$ cat src/hdl/plst_pkg.sv
// constants, codes and interface types of the positional list store
// used by every module of the block; no dependencies
package plst_pkg;

   localparam int CAPACITY = 16;
   localparam int IDX_W    = (CAPACITY > 1) ? $clog2(CAPACITY) : 1;
   localparam int CNT_W    = $clog2(CAPACITY + 1);

   localparam int FUNC_W   = 3;
   localparam int VALUE_W  = 32;
   localparam int POS_W    = 6;
   localparam int STATUS_W = 2;
   localparam int COUNT_W  = 5;
   localparam int CMP_W    = ((CNT_W > POS_W) ? CNT_W : POS_W) + 1;

   localparam int REQ_FUNC_LSB   = 0;
   localparam int REQ_VALUE_LSB  = REQ_FUNC_LSB + FUNC_W;
   localparam int REQ_POS_LSB    = REQ_VALUE_LSB + VALUE_W;
   localparam int REQ_DATA_W     = 48;

   localparam int RSP_STATUS_LSB = 0;
   localparam int RSP_ELEM_LSB   = RSP_STATUS_LSB + STATUS_W;
   localparam int RSP_COUNT_LSB  = RSP_ELEM_LSB + VALUE_W;
   localparam int RSP_USED_W     = RSP_COUNT_LSB + COUNT_W;
   localparam int RSP_DATA_W     = 40;

   typedef enum logic [FUNC_W-1:0] {
      FUNC_INS_FRONT = 3'd0,
      FUNC_INS_BACK  = 3'd1,
      FUNC_DEL_FRONT = 3'd2,
      FUNC_DEL_BACK  = 3'd3,
      FUNC_INS_AT    = 3'd4,
      FUNC_DEL_AT    = 3'd5,
      FUNC_DUMP      = 3'd6
   } func_type;

   typedef enum logic [STATUS_W-1:0] {
      ST_OK     = 2'd0,
      ST_BADPOS = 2'd1,
      ST_EMPTY  = 2'd2,
      ST_FULL   = 2'd3
   } status_type;

   typedef struct packed {
      logic                      we;
      logic [IDX_W-1:0]          waddr;
      logic signed [VALUE_W-1:0] wdata;
      logic [IDX_W-1:0]          raddr;
   } mem_req_type;

   typedef struct packed {
      logic                      load;
      status_type                status;
      logic signed [VALUE_W-1:0] element;
      logic [COUNT_W-1:0]        count;
      logic                      last;
   } rsp_load_type;

endpackage

$ cat src/hdl/positional_list_store_unit.sv
// Ordered list of up to 16 signed 32-bit values held in a synchronous memory.
// req channel: one item per operation (insert front/back/at position, delete
// front/back/at position, dump). rsp channel: result items with status,
// element and element count; tlast marks the final result of an operation.
// An item is taken only while the sequencer is idle, i.e. one operation at a
// time. A failed op, the spare code, an empty dump and a delete of the last
// entry load their result from the response state; an insert at the back end
// first writes its value in the fill state. An op that moves k entries
// (positional insert/delete, front insert, front delete) uses one memory read
// per moved entry in the shift state, k up to 15, then passes the drain state
// and, for an insert, the fill state before the response state. A dump of n
// entries loads one result per cycle while rsp is not stalled, the last with
// tlast. The next item can be taken in the cycle after the load.
// The result sits in an output register, so the next item can be accepted
// while it waits to be taken. A stall on rsp holds that register and, during
// a dump, pauses the memory walk without loss.
// Reset empties the list at once (count cleared); no clearing pass is run and
// memory contents beyond the count are never returned.
// depends on plst_pkg, plst_ctrl and plst_mem
module positional_list_store_unit (
   input  logic                                 clock,
   input  logic                                 reset,
   input  logic                                 req_tvalid,
   output logic                                 req_tready,
   // func[2:0], value[34:3], position[40:35], zero fill
   input  logic [plst_pkg::REQ_DATA_W-1:0]      req_tdata,
   output logic                                 rsp_tvalid,
   input  logic                                 rsp_tready,
   // status[1:0], element[33:2], element_count[38:34], zero fill
   output logic [plst_pkg::RSP_DATA_W-1:0]      rsp_tdata,
   output logic                                 rsp_tlast
);
   import plst_pkg::*;

   mem_req_type               mem_req;
   rsp_load_type              rsp_load;
   logic signed [VALUE_W-1:0] rd_data;
   logic                      out_free;

   logic                      rsp_valid_ff, rsp_valid_in;
   status_type                rsp_status_ff;
   logic signed [VALUE_W-1:0] rsp_element_ff;
   logic [COUNT_W-1:0]        rsp_count_ff;
   logic                      rsp_last_ff;

   assign out_free = !rsp_valid_ff || rsp_tready;

   plst_ctrl u_ctrl (
      .clock        (clock),
      .reset        (reset),
      .req_valid    (req_tvalid),
      .req_ready    (req_tready),
      .req_func     (req_tdata[REQ_FUNC_LSB +: FUNC_W]),
      .req_value    (req_tdata[REQ_VALUE_LSB +: VALUE_W]),
      .req_position (req_tdata[REQ_POS_LSB +: POS_W]),
      .out_free     (out_free),
      .rd_data      (rd_data),
      .mem_req      (mem_req),
      .rsp_load     (rsp_load)
   );

   plst_mem u_mem (
      .clock   (clock),
      .mem_req (mem_req),
      .rd_data (rd_data)
   );

   always_comb begin
      rsp_valid_in = rsp_valid_ff;
      if (rsp_load.load) begin
         rsp_valid_in = 1'b1;
      end else if (rsp_tready) begin
         rsp_valid_in = 1'b0;
      end
   end

   always_ff @(posedge clock) begin
      if (reset) begin
         rsp_valid_ff <= 1'b0;
      end else begin
         rsp_valid_ff <= rsp_valid_in;
      end
   end

   always_ff @(posedge clock) begin
      if (rsp_load.load) begin
         rsp_status_ff  <= rsp_load.status;
         rsp_element_ff <= rsp_load.element;
         rsp_count_ff   <= rsp_load.count;
         rsp_last_ff    <= rsp_load.last;
      end
   end

   assign rsp_tvalid = rsp_valid_ff;
   assign rsp_tlast  = rsp_last_ff;
   assign rsp_tdata  = {{(RSP_DATA_W - RSP_USED_W){1'b0}}, rsp_count_ff,
                        rsp_element_ff, rsp_status_ff};

endmodule

$ cat src/hdl/plst_mem.sv
// entry memory: one write port, one read port with registered read data
// depends on plst_pkg
module plst_mem (
   input  logic                               clock,
   input  plst_pkg::mem_req_type              mem_req,
   output logic signed [plst_pkg::VALUE_W-1:0] rd_data
);
   import plst_pkg::*;

   logic signed [VALUE_W-1:0] store_ff [CAPACITY];
   logic signed [VALUE_W-1:0] rd_data_ff;

   always_ff @(posedge clock) begin
      if (mem_req.we) begin
         store_ff[mem_req.waddr] <= mem_req.wdata;
      end
      rd_data_ff <= store_ff[mem_req.raddr];
   end

   assign rd_data = rd_data_ff;

endmodule

$ cat src/hdl/plst_ctrl.sv
// sequencer: decodes an item, shifts entries through the memory, streams dumps
// depends on plst_pkg and drives plst_mem
module plst_ctrl (
   input  logic                                clock,
   input  logic                                reset,
   input  logic                                req_valid,
   output logic                                req_ready,
   input  logic [plst_pkg::FUNC_W-1:0]         req_func,
   input  logic signed [plst_pkg::VALUE_W-1:0] req_value,
   input  logic [plst_pkg::POS_W-1:0]          req_position,
   input  logic                                out_free,
   input  logic signed [plst_pkg::VALUE_W-1:0] rd_data,
   output plst_pkg::mem_req_type               mem_req,
   output plst_pkg::rsp_load_type              rsp_load
);
   import plst_pkg::*;

   typedef enum logic [5:0] {
      S_IDLE  = 6'b000001,
      S_SHIFT = 6'b000010,
      S_DRAIN = 6'b000100,
      S_FILL  = 6'b001000,
      S_DUMP  = 6'b010000,
      S_RESP  = 6'b100000
   } state_type;

   state_type                 state_ff, state_in;
   logic [CNT_W-1:0]          total_ff, total_in;
   status_type                status_ff, status_in;
   logic signed [VALUE_W-1:0] value_ff, value_in;
   logic [IDX_W-1:0]          src_ff, src_in;
   logic [IDX_W-1:0]          end_ff, end_in;
   logic [IDX_W-1:0]          slot_ff, slot_in;
   logic                      up_ff, up_in;
   logic                      wr_pend_ff, wr_pend_in;
   logic [IDX_W-1:0]          wr_addr_ff, wr_addr_in;
   logic [IDX_W-1:0]          ptr_ff, ptr_in;
   logic                      have_ff, have_in;

   logic [CMP_W-1:0] pos_w;
   logic [CMP_W-1:0] tot_w;
   logic             is_full;
   logic             is_empty;
   logic             do_ins;
   logic             do_del;
   logic [IDX_W-1:0] op_idx;
   logic             emit;
   logic             dump_last;

   assign pos_w     = CMP_W'(req_position);
   assign tot_w     = CMP_W'(total_ff);
   assign is_full   = (total_ff >= CNT_W'(CAPACITY));
   assign is_empty  = (total_ff == '0);
   assign emit      = (state_ff == S_DUMP) && have_ff && out_free;
   assign dump_last = ((CNT_W'(ptr_ff) + CNT_W'(1)) == total_ff);
   assign req_ready = (state_ff == S_IDLE);

   always_comb begin
      state_in   = state_ff;
      total_in   = total_ff;
      status_in  = status_ff;
      value_in   = value_ff;
      src_in     = src_ff;
      end_in     = end_ff;
      slot_in    = slot_ff;
      up_in      = up_ff;
      wr_pend_in = 1'b0;
      wr_addr_in = wr_addr_ff;
      ptr_in     = ptr_ff;
      have_in    = have_ff;
      do_ins     = 1'b0;
      do_del     = 1'b0;
      op_idx     = '0;

      mem_req.we    = wr_pend_ff;
      mem_req.waddr = wr_addr_ff;
      mem_req.wdata = rd_data;
      mem_req.raddr = src_ff;

      rsp_load.load    = 1'b0;
      rsp_load.status  = status_ff;
      rsp_load.element = '0;
      rsp_load.count   = tot_w[COUNT_W-1:0];
      rsp_load.last    = 1'b1;

      case (state_ff)
         S_IDLE: begin
            if (req_valid) begin
               status_in = ST_OK;
               state_in  = S_RESP;
               case (req_func)
                  FUNC_INS_FRONT, FUNC_INS_BACK: begin
                     if (is_full) begin
                        status_in = ST_FULL;
                     end else begin
                        do_ins = 1'b1;
                        op_idx = (req_func == FUNC_INS_FRONT) ? '0 : IDX_W'(total_ff);
                     end
                  end
                  FUNC_INS_AT: begin
                     if (pos_w == '0 || pos_w > tot_w + CMP_W'(1)) begin
                        status_in = ST_BADPOS;
                     end else if (is_full) begin
                        status_in = ST_FULL;
                     end else begin
                        do_ins = 1'b1;
                        op_idx = IDX_W'(req_position - POS_W'(1));
                     end
                  end
                  FUNC_DEL_FRONT, FUNC_DEL_BACK: begin
                     if (is_empty) begin
                        status_in = ST_EMPTY;
                     end else begin
                        do_del = 1'b1;
                        op_idx = (req_func == FUNC_DEL_FRONT) ? '0
                                 : IDX_W'(total_ff - CNT_W'(1));
                     end
                  end
                  FUNC_DEL_AT: begin
                     if (is_empty) begin
                        status_in = ST_EMPTY;
                     end else if (pos_w == '0 || pos_w > tot_w) begin
                        status_in = ST_BADPOS;
                     end else begin
                        do_del = 1'b1;
                        op_idx = IDX_W'(req_position - POS_W'(1));
                     end
                  end
                  FUNC_DUMP: begin
                     if (is_empty) begin
                        status_in = ST_EMPTY;
                     end else begin
                        state_in = S_DUMP;
                        ptr_in   = '0;
                        have_in  = 1'b0;
                     end
                  end
                  default: begin
                     status_in = ST_OK;
                  end
               endcase

               // inserts open a gap from the back end down to the slot
               if (do_ins) begin
                  total_in = total_ff + CNT_W'(1);
                  value_in = req_value;
                  slot_in  = op_idx;
                  if (CNT_W'(op_idx) == total_ff) begin
                     state_in = S_FILL;
                  end else begin
                     up_in    = 1'b1;
                     src_in   = IDX_W'(total_ff - CNT_W'(1));
                     end_in   = op_idx;
                     state_in = S_SHIFT;
                  end
               end

               // deletes close the gap from the slot up to the back end
               if (do_del) begin
                  total_in = total_ff - CNT_W'(1);
                  if (CNT_W'(op_idx) + CNT_W'(1) == total_ff) begin
                     state_in = S_RESP;
                  end else begin
                     up_in    = 1'b0;
                     src_in   = op_idx + IDX_W'(1);
                     end_in   = IDX_W'(total_ff - CNT_W'(1));
                     state_in = S_SHIFT;
                  end
               end
            end
         end
         S_SHIFT: begin
            // read one entry, write it one slot over in the next cycle
            wr_pend_in = 1'b1;
            wr_addr_in = up_ff ? src_ff + IDX_W'(1) : src_ff - IDX_W'(1);
            if (src_ff == end_ff) begin
               state_in = S_DRAIN;
            end else begin
               src_in = up_ff ? src_ff - IDX_W'(1) : src_ff + IDX_W'(1);
            end
         end
         S_DRAIN: begin
            state_in = up_ff ? S_FILL : S_RESP;
         end
         S_FILL: begin
            mem_req.we    = 1'b1;
            mem_req.waddr = slot_ff;
            mem_req.wdata = value_ff;
            state_in      = S_RESP;
         end
         S_DUMP: begin
            // read address runs one ahead so each emitted item is followed at once
            mem_req.raddr    = emit ? ptr_ff + IDX_W'(1) : ptr_ff;
            have_in          = 1'b1;
            rsp_load.load    = emit;
            rsp_load.status  = ST_OK;
            rsp_load.element = rd_data;
            rsp_load.last    = dump_last;
            if (emit) begin
               ptr_in = ptr_ff + IDX_W'(1);
               if (dump_last) begin
                  state_in = S_IDLE;
               end
            end
         end
         S_RESP: begin
            rsp_load.load = out_free;
            if (out_free) begin
               state_in = S_IDLE;
            end
         end
         default: begin
            state_in = S_IDLE;
         end
      endcase
   end

   always_ff @(posedge clock) begin
      if (reset) begin
         state_ff   <= S_IDLE;
         total_ff   <= '0;
         wr_pend_ff <= 1'b0;
         have_ff    <= 1'b0;
      end else begin
         state_ff   <= state_in;
         total_ff   <= total_in;
         wr_pend_ff <= wr_pend_in;
         have_ff    <= have_in;
      end
   end

   always_ff @(posedge clock) begin
      status_ff  <= status_in;
      value_ff   <= value_in;
      src_ff     <= src_in;
      end_ff     <= end_in;
      slot_ff    <= slot_in;
      up_ff      <= up_in;
      wr_addr_ff <= wr_addr_in;
      ptr_ff     <= ptr_in;
   end

endmodule

$ cat config.mk
export PLATFORM = sky130hd
export DESIGN_NAME = positional_list_store_unit
export DESIGN_NICKNAME = d
export VERILOG_FILES = /design/src/hdl/plst_pkg.sv /design/src/hdl/positional_list_store_unit.sv /design/src/hdl/plst_mem.sv /design/src/hdl/plst_ctrl.sv
export SDC_FILE = /design/constraint.sdc
export NUM_CORES = 1
export LEC_CHECK = 0
export CAP_MARGIN = 20
export CORE_ASPECT_RATIO = 1.25
export CORE_MARGIN = 2
export CORE_UTILIZATION = 35
export DETAILED_ROUTE_END_ITERATION = 7
export DONT_BUFFER_PORTS = 1
export MAX_ROUTING_LAYER = met4
export PLACE_DENSITY = 0.6
export SYNTH_ARGS = -nofsm -noshare
export SYNTH_HDL_FRONTEND = slang
export SYNTH_HIERARCHICAL = 1
export SYNTH_SLANG_ARGS = --single-unit
$ cat constraint.sdc
create_clock -name clock -period 6.7 [get_ports clock]
set_input_delay 1.34 -clock clock [delete_from_list [all_inputs] [get_ports clock]]
set_output_delay 1.34 -clock clock [all_outputs]
set_load 0.005 [all_outputs]
After elaboration in Yosys (flattened, before gate mapping)
Memories as Yosys holds them, arrays and structs flattened. A register that Yosys moved wholly into a read port is not among the register bits.
Cells that the tools add are included.

storage, ports and cells
  bits in registers = 109
  bits in writable memories = 512
  output and inout bits = 43
  memories = 1

memories
  memory          words  width  rd ports  clocked after memory_dff  wr ports  RTL line        text
  u_mem.store_ff  16     32     1         1                         1         plst_mem.sv:10  logic signed [VALUE_W-1:0] store_ff [CAPACITY];

operators by class
  add/sub/neg operators = 10
  magnitude comparators = 3
  eq/ne operators = 24
  muxes and demuxes = 77
  reduce and logical (&&, ||, !) cells = 22

operators by type and width
  cell                                                                     count
  4-bit 2-to-1 mux                                                         28
  6-bit 2-to-1 mux                                                         11
  37-bit 2-to-1 mux                                                        1
  6-bit one-hot mux with 6 select lines                                    1
  1-bit 2-to-1 mux                                                         22
  4-bit one-hot mux with 2 select lines                                    2
  4-bit one-hot mux with 4 select lines                                    1
  4-bit by 1-bit adder with 4-bit output, second input constant            3
  4-bit by 1-bit adder with 5-bit output, second input constant            2
  5-bit equality test                                                      2
  5-bit 2-to-1 mux                                                         2
  2-bit by 1-bit inequality test with 1-bit output, second input constant  5
  3-bit equality test, second input constant                               3
  3-bit AND reduction                                                      3
  2-bit 2-to-1 mux                                                         4
  1-bit one-hot mux with 2 select lines                                    4
  2-bit one-hot mux with 4 select lines                                    1
  2-bit nonzero test                                                       4
  4-bit by 1-bit subtractor with 4-bit output, second input constant       2
  7-bit logical NOT                                                        1
  5-bit by 1-bit adder with 6-bit output, second input constant            1
  3-bit by 2-bit equality test with 1-bit output, second input constant    2
  6-bit by 1-bit equality test with 1-bit output, second input constant    1
  6-bit by 2-bit equality test with 1-bit output, second input constant    1
  other kinds (23)                                                         29

Logic depth before layout (Yosys ltp)
Gate-level depths: netlist of the first run.

  depth in word-level cells = 14
  depth in mapped cells = 19

Modules after synthesis
Netlist of the first run, hierarchy kept.

by module, submodules not included
  module                      times used  cells each  area an instance (um^2)  seq. area each (um^2)
  plst_mem                    1           838         19854.0                  16015.4
  plst_ctrl                   1           455         4643.2                   1911.8
  positional_list_store_unit  1           46          1258.7                   1221.2

Least setup slack after synthesis of the first run
Ideal clock, no wire load.

  path type = input to register
  start point = in rsp_tready
  end point = reg rsp_count_ff[0], enable pin
  setup time = 501 ps
  data arrival time = 4492 ps
  required time = 6199 ps
  setup slack = 1707 ps
  stages = 2
  path buffers = 0
  cells stage by stage = nand2b_4 > a21boi_0

RTL lines
  what                    RTL line                          text
  start: declaration      positional_list_store_unit.sv:28  input logic rsp_tready,
  end signal: assignment  positional_list_store_unit.sv:89  rsp_count_ff <= rsp_load.count;
  end: declaration        positional_list_store_unit.sv:43  logic [COUNT_W-1:0] rsp_count_ff;

Worst setup path in the final report of the first run
  start point = reg u_ctrl.total_ff[0]
  end point = reg u_ctrl.src_ff[0], data pin

on the way
  longest elaborated chain between the ends = 14

ends and longest elaborated chain
  what                                                                                             RTL line          text
  start: declaration                                                                               plst_ctrl.sv:28   logic [CNT_W-1:0] total_ff, total_in;
  start signal: assignment                                                                         plst_ctrl.sv:226  total_ff <= total_in;
  parallel branches: the longest is 11 deep, another holds 5-bit by 1-bit adder with 6-bit output  -
  4-bit 2-to-1 mux (*)                                                                             plst_ctrl.sv:159  if (do_del) begin
  4-bit 2-to-1 mux (*)                                                                             plst_ctrl.sv:88   if (req_valid) begin
  4-bit one-hot mux with 2 select lines (*)                                                        plst_ctrl.sv:86   case (state_ff)
  net u_ctrl.src_in[0]                                                                             plst_ctrl.sv:31   logic [IDX_W-1:0] src_ff, src_in;
  end signal: assignment                                                                           plst_ctrl.sv:235  src_ff <= src_in;
  end: declaration                                                                                 plst_ctrl.sv:31

Mark *: on every way through the listed nets, which the timed path passes. The select of a mux whose other input is x is not followed.
A chain may end at the register's enable or synchronous reset.

==> results.md, run 1 <==
* Outcome: complete, no violations
* Family with the most delay on the worst path: compound AO/OA/AOI/OAI gates
* Worst Clk Skew at approximately 0.024 ns
* Post-synth top area share at between 70% and 80%
* 1st-iter DRT viols at around 1.1k
* Slowest library cell on the worst path: dfxtp_1
* Multi-input gate area at between 6000 and 7000 um^2
* Hold Vio Cnt, Final at 0
* Fmax achieved at roughly 200 MHz
* Max clock buf depth at 3
* Root Driver: clkbuf_16
* Die Ht at ~310 um
* Cts bufs inserted at between 60 and 70
* Mean Syn Cell Area at roughly 19 um^2
* Post-CTS resize count at 0
* Top cells by count, synth: 607 x edfxtp_1, 128 x mux4_2, 65 x a22oi_1, 54 x nand2_1
* CP Depth at 17
* Synth Area in XOR/XNOR at about 1.2%
* Crit path from: u_ctrl/total_ff[0]
* Crit Path Class: reg2reg
* Synth unique cells at 72
* ANT nets after route at 0
* Final Cycle Share at between 70% and 80%
* Max cap viols at 0
* Actual slew at the worst max-slew pin at between 1 and 1.5 ns
* FF-to-FF Start: u_ctrl/total_ff[0]
* FF+latch area at around 19000 um^2
* Mux share of post-synthesis cell area at between 10% and 20%
* Most frequent cell after synthesis: edfxtp_1
* Final Util at between 30% and 40%
* H-tree depth at 3
* Die X at 247 um
* Critical path, cell by cell: inv_1 -> ha_1 -> inv_1 -> ha_1 -> nor2b_1 -> o21bai_1 -> a31oi_1 -> nor2_1 -> a21oi_2 -> inv_1 -> ha_1 -> and2b_1 -> a31o_2 -> a211o_1 -> a31oi_4 -> a31oi_1 -> o31ai_1
* Relative slew slack at approximately 22%
* Post-synthesis sequential area ratio at roughly three quarters
* FF-to-FF path depth at 17
* Synth top area cells: edfxtp_1 71%, mux4_2 11%, dfxtp_1 3.6%, a22oi_1 1.9%, mux2_2 1.6%
* Routed WL at 58.3 mm
* Area Overhead vs Synth at 13.1%
* Initial antenna violation count at 1
* TritonCTS clock tree: yes
* Asr flop ratio synth at 0%
* Reg-to-reg endpoint: u_ctrl/src_ff[0]
* Largest family of logic cells by synthesized area: multiplexers
* Vias in the first global route at between 10k and 15k
* Num rows at roughly 110
* Ys Warns at 6
* Port-buffer cells at 0
* Synth Instances at ~1.3k
* Total Neg Setup Slack at 0 ns
* Drt via density at approximately 5.3
* Min cycle time layout at ~5 ns
* Share of post-route cells with drive strength above 1 at 23.2%
* Maximum VDD drop at 0.226 mV
* Vias at about 13k
* Leak Pwr at around 9.3 nW
* Hold Buf Count CTS at 0
* Crit end category: flip-flop
* Worst path bufs/invs at 3
* RSZ-0062 raised after global routing: false
* Initial Util at between 30% and 40%
* Fin. max-slew vios at 0
* Synth Flop Type: edfxtp_1
* Leading area contributor after synthesis: edfxtp_1
* Clk Latency, worst-skew pair at 0.61 ns
* Fillers at ~6.5k
* TritonRoute pass-1 iters at 5
* Synth Net Count at 1410
* Worst setup path endpoint: u_ctrl/src_ff[0]
* Worst EP arrival at between 5 and 6 ns
* Hold Path Class: reg2reg
* Post-synthesis compound-gate area fraction at ~4.2%
* Post-synth EDFFs at between 600 and 700
* CTS sink cnt at between 600 and 700
* DRC Markers at 0
* Clock transition at path regs at roughly 0.07 ns
* DP HPWL at approximately 30 mm
* Post-Synth Adder-Cell Area at 0.923%
* Required @ worst endpoint at about 7.1 ns
* Top-Level Pins at 95
* Postcts setup bufs at 0
* Core Area at between 70000 and 80000 um^2
* Max incr delay on CP at just over 0.7 ns
* Cell Area, Synth at 25800 um^2
* DR WL/cell at around 24 um
* Setup Viol. Count Final at 0
* Pin count of the biggest net entering global routing at 80
* Worst setup SP type: flip-flop
* Die ar. at ~76000 um^2
* Max FO, Critical Path at 15
* Pwr Density at approximately 370 nW/um^2
* Grt total ovfl at 0
* #FFs+latches synth at about 650
* Placer congestion estimate at 0.840
* R2r setup slk at about 1.8 ns
* Total GRT Usage at between 10% and 20%
* First-pass GRT wire length at around 86 mm
* NumNets Final at 1440
* Synth Area in Simple Gates at 4.41%
-- registers in the layout, indices dropped and copies added, names as in the netlist, 5 cells and up --
name and count:
rsp_count_ff 5, u_ctrl/value_ff 32, u_mem/store_ff 512, rsp_element_ff 32, u_ctrl/state_ff 6, u_ctrl/total_ff 5, u_mem/rd_data 32
-- cell usage in the layout, fill, tap and decap left out, drive strengths merged, types with 24 or more instances in the layout --
| master | instances |
|---|---|
| a22oi | 65 |
| and2 | 38 |
| buf | 29 |
| clkbuf | 97 |
| dfxtp | 46 |
| edfxtp | 607 |
| inv | 26 |
| mux2 | 37 |
| mux4 | 128 |
| nand2 | 55 |
| nor2 | 47 |
| o21ai | 24 |
-- worst register-to-register path: stages, from the launching register on --
cell	delay (ns)
dfxtp_1	0.71
inv_1	0.27
ha_1	0.47
inv_1	0.12
ha_1	0.30
nor2b_1	0.12
o21bai_1	0.06
a31oi_1	0.31
nor2_1	0.16
a21oi_2	0.32
inv_1	0.15
ha_1	0.27
and2b_1	0.17
a31o_2	0.24
a211o_1	0.31
a31oi_4	0.50
a31oi_1	0.16
o31ai_1	0.10
-- stage by stage --
step / power [mW] / worst slack [ns] / instance area (um^2) / std cells / hold WS (ns)
6_report: 10.9 / 1.77 / 29100 / 2382 / 0.517
5_1_grt: 11.3 / 1.39 / 29100 / 2382 / 0.541
4_1_cts: 11.0 / 1.75 / 29100 / 2380 / 0.521
3_5_place_dp: 7.42 / 1.80 / 27000 / 2260 / 0.507
3_3_place_gp: 7.34 / 1.87 / 27000 / 2260 / 0.504
2_1_floorplan: 6.82 / 1.71 / 25800 / 1339 / 0.431
-- metal layers --
metal | track usage, % | wire length, um | up-vias
li1 | - | - | 5460
met1 | 20.0 | 24100 | 6738
met2 | 26.2 | 29200 | 430
met3 | 2.36 | 3450 | 99
met4 | 5.83 | 1560 | 0
met5 | - | 0 | -
-- logic make-up (layout without fill, tap and decap cells) --
group	Yosys count	in the layout
flip-flops	653	653
other	1	2
buffers and inverters	89	171
adder cells (fa/ha/maj)	19	19
AO/OA/AOI/OAI	149	149
multiplexers	178	178
XOR/XNOR	34	34
AND/OR/NAND/NOR	216	216
-- layout make-up --
class	instances	area share [%]
Inverter	22	0.284
Clock buffer	97	6.39
Tap cell	960	4.12
Sequential cell	653	65.7
Multi-Input combinational cell	597	21.8
Antenna cell	1	0.00859
Timing Repair Buffer	29	0.876
Clock inverter	23	0.730
-- where the power goes --
part / internal, mW / switching (mW) / total, mW
combinational: 0.798 / 1.25 / 2.05
clock: 2.02 / 1.52 / 3.55
sequential: 5.13 / 0.129 / 5.26
-- how the worst min path moves through the flow --
stage                                    from                to  slack [ns]  cells past startpoint
after global placement    u_ctrl/status_ff[0]  rsp_status_ff[0]        0.50                      1
after detailed placement  u_ctrl/status_ff[1]  rsp_status_ff[1]        0.51                      1
after floorplan            u_ctrl/total_ff[3]   rsp_count_ff[3]        0.43                      0
after global routing      u_ctrl/status_ff[0]  rsp_status_ff[0]        0.54                      1
after CTS                 u_ctrl/status_ff[1]  rsp_status_ff[1]        0.52                      1
final                     u_ctrl/status_ff[0]  rsp_status_ff[0]        0.52                      1
Note: power is estimated with default switching activity, not from simulation.
==> run 2: changes to the inputs <==
--- a/config.mk
+++ b/config.mk
@@ -5,6 +5,7 @@
 export SDC_FILE = /design/constraint.sdc
 export NUM_CORES = 1
 export LEC_CHECK = 0
+export ABC_AREA = 1
 export CAP_MARGIN = 20
 export CORE_ASPECT_RATIO = 1.25
 export CORE_MARGIN = 2
==> constraint.sdc (replaced) <==
create_clock -name clock -period 4.6 [get_ports clock]
set_input_delay 0.92 -clock clock [delete_from_list [all_inputs] [get_ports clock]]
set_output_delay 0.92 -clock clock [all_outputs]
set_load 0.005 [all_outputs]
==> run 2 against run 1 <==
Sequential power rose by 45%. Clock-buffer cell count is 15 lower. Non-clock buffer count up 55. Highest routed layer unchanged. Utilization hardly changed. Register-to-register slack worse by 1.0 ns. Critical path type unchanged. Die area increased by 11%.
==> results.md, run 2 <==
* First-pass GRT wire length at 104 mm (+21%)
* NumNets Final at 2856 (+98%)
* Min cycle time layout at 3.84 ns (-1.10 ns)
* Synth Flop Type: edfxtp_1
* 1st-iter DRT viols at 1306 (+16%)
* Final instance area at 32400 um^2 (+11%)
* Post-CTS resize count at 0 (unchanged)
* Fin. max-slew vios at 0 (unchanged)
* Outcome: complete, no violations
* Max cap viols at 0 (unchanged)
* Max FO, Critical Path at 16 (+1)
* Slowest library cell on the worst path: dfxtp_1
* Post-Synth Adder-Cell Area at 0.831% (-0.092 points)
* Largest reg by FF count: u_mem/store_ff
* Fmax achieved at 261 MHz (+29%)
* Area Overhead vs Synth at 13.3%
* Area post-placement at 30100 um^2 (+12%)
* Initial antenna violation count at 0 (-1)
* CTS sink cnt at 653 (unchanged)
* Max clock buf depth at 3 (unchanged)
* Synth Instances at 2757 (+110%)
* Die Ht at 324 um (+5.3%)
* Mean Syn Cell Area at 10.4 um^2 (-46%)
* TritonCTS clock tree: yes
* Crit end category: flip-flop
* Synth Area in Simple Gates at 20.4% (+16 points)
* Num rows at 117 (+5.4%)
* Cells after DPL at 3787 (+68%)
* TritonRoute pass-1 iters at 5 (unchanged)
* Share of post-route cells with drive strength above 1 at 8.91% (-14 points)
* Post-synth EDFFs at 607 (unchanged)
* DRC Markers at 0 (unchanged)
* Crit-path most repeated cell: nand2_1
* Postcts setup bufs at 0 (unchanged)
* Clock transition at path regs at 0.06 ns (about the same)
* Vias at 18.4k (+44%)
* Actual slew at the worst max-slew pin at 1.16 ns (-0.00918 ns)
* Die ar. at 84000 um^2 (+11%)
* Total power at 18.3 mW (+69%)
* Total Neg Setup Slack at 0 ns (unchanged)
* Core Area at 81200 um^2 (+11%)
* Cell Area, Synth at 28600 um^2 (+11%)
* Critical path, cell by cell: inv_1 -> nor3_1 -> xor2_1 -> inv_1 -> ha_1 -> nand2_1 -> nor2_1 -> nand2_1 -> nand3_1 -> nand2_1 -> nand4_1 -> nand2_2 -> nand2_1 -> nand2_2 -> ha_1 -> xor2_1 -> nor2_1 -> nand2_1 -> nor2_1 -> nand2_2 -> nand2_4 -> nand3_1 -> nand3_1 -> o21ai_0
* DR WL/cell at 17.5 um (-29%)
* Die X at 260 um (+5.3%)
* Hold Path Class: in2reg
* Port-buffer cells at 0 (unchanged)
* Most frequent cell after synthesis: nand2_1
* Hold_sp: reset
* Top cells by count, synth: 807 x nand2_1, 607 x edfxtp_1, 478 x inv_1, 427 x nand3_1, 78 x nor2_1
* Asr flop ratio synth at 0% (unchanged)
* Maximum VDD drop at 0.546 mV (+140%)
* Crit Path Class: reg2reg
* Ys Warns at 6 (unchanged)
* #FFs+latches synth at 653 (unchanged)
* Total GRT Usage at 16.8% (+0.92 points)
* Most common cell after layout, fill and taps aside: nand2_1
* Max reg flops at 512 (unchanged)
* Post-synthesis sequential area ratio at 66.9% (-7.4 points)
* Worst setup SP type: flip-flop
* Non-Filler Instances at 3910 (+64%)
* FF-to-FF Start: u_ctrl/total_ff[1]
* Crit path from: u_ctrl/total_ff[1]
* Setup Viol. Count Final at 0 (unchanged)
* Relative slew slack at 22.7% (+0.61 points)
* Drt via density at 4.70 (-12%)
* Worst EP arrival at 4.18 ns (-1.18 ns)
* Root Driver: clkbuf_16
* Synth Net Count at 2828 (+100%)
* Mux share of post-synthesis cell area at 0% (-13 points)
* Hold path depth at 1 (unchanged)
* Final Cycle Share at 83.4% (+9.8 points)
* Leak Pwr at 13.5 nW (+45%)
* Hold Vio Cnt, Final at 0 (unchanged)
* Largest family of logic cells by synthesized area: simple AND/OR/NAND/NOR gates
* Cts bufs inserted at 66 (unchanged)
* CP Depth at 24 (+7)
* Synth top area cells: edfxtp_1 64%, nand2_1 11%, nand3_1 7.5%, inv_1 6.3%, dfxtp_1 3.2%
* Clk Latency, worst-skew pair at 0.62 ns (about the same)
* Post-synth top area share at 63.7% (-7.0 points)
* Worst path bufs/invs at 2 (-1)
* Synth Area in XOR/XNOR at 0.761% (-0.40 points)
* H-tree depth at 3 (unchanged)
* FF-to-FF path depth at 24 (+7)
* Placer congestion estimate at 0.785 (-6.5%)
* Family with the most delay on the worst path: simple AND/OR/NAND/NOR gates
* Grt total ovfl at 0 (unchanged)
* Required @ worst endpoint at 4.94 ns (-2.19 ns)
* Pin count of the biggest net entering global routing at 129 (+61%)
* Vias in the first global route at 18.0k (+35%)
* Leading area contributor after synthesis: edfxtp_1
* Max incr delay on CP at 0.49 ns (-0.22 ns)
* Most frequent cells in the layout: 807 x nand2_1, 607 x edfxtp_1, 476 x inv_1
* Top-Level Pins at 95 (unchanged)
* Hold Buf Count CTS at 0 (unchanged)
* DP HPWL at 37.5 mm (+22%)
* RSZ-0062 raised after global routing: false
* Pwr Density at 566 nW/um^2 (+52%)
* ANT nets after route at 0 (unchanged)
* Routed WL at 68.2 mm (+17%)
* Worst Clk Skew at 0.0235 ns (-0.000708 ns)
* Initial Util at 35.2% (-0.049 points)
* Synth unique cells at 50 (-31%)
* Post-synthesis compound-gate area fraction at 1.75% (-2.4 points)
* Final Util at 39.9% (about the same)
[run 2: cell count changes after synthesis, sizes merged, moves of 37 or more]
cell	change
a22oi	-65
and2	-37
buf	+67
inv	+465
mux2	-37
mux4	-128
nand2	+768
nand3	+414
[run 2: path summary, 6_finish.rpt]
kind,to,slack [ns]
worst max-delay path,u_ctrl/src_ff[0],0.76
worst min-delay path,rsp_tvalid,0.37
worst max register to register,u_ctrl/src_ff[0],0.76
worst min register to register,u_ctrl/have_ff,0.47
[run 2: final cells by class]
| cell class | count | area (um^2) |
|---|---|---|
| clock buffer | 82 | 1790 |
| timing repair buffer | 84 | 843 |
| tap | 1071 | 1340 |
| multi-input combinational | 1492 | 6980 |
| sequential | 653 | 19100 |
| clock inverter | 39 | 453 |
| antenna | 1 | 2.50 |
| fill | 7605 | 48800 |
| inverter | 488 | 1840 |
[run 2: logic make-up (layout without fill, tap and decap cells)]
kind of cell	count (synthesis)	in the layout
AOI/OAI and AO/OA	87	87
and+or+nand+nor	1361	1361
buffers and inverters	612	693
adders and majority gates	19	19
xor gates and xnor gates	24	24
DFF	653	653
other	1	2
[run 2: through the flow]
step / hold slack (ns) / setup slack [ns]
finish: 0.368 / 0.764
global route: 0.344 / 0.295
CTS: 0.338 / 0.745
detailed placement: 0.461 / 0.784
global placement: 0.451 / 0.790
floorplan: 0.409 / 0.119
[run 2: power breakdown]
group | total [mW] | leakage [nW] | switching, mW | internal, mW
Clock | 5.57 | 1.10 | 2.28 | 3.30
Combinational | 5.15 | 6.51 | 3.64 | 1.51
Sequential | 7.62 | 5.91 | 0.125 | 7.49
[run 2: layer usage]
layer	track usage, %	wire (um)	part of all wire (%)	vias up
li1	-	-	-	9012
met1	20.0	29100	43	8859
met2	29.1	34400	50	389
met3	2.45	3040	4.5	106
met4	5.80	1720	2.5	0
met5	-	0	0	-
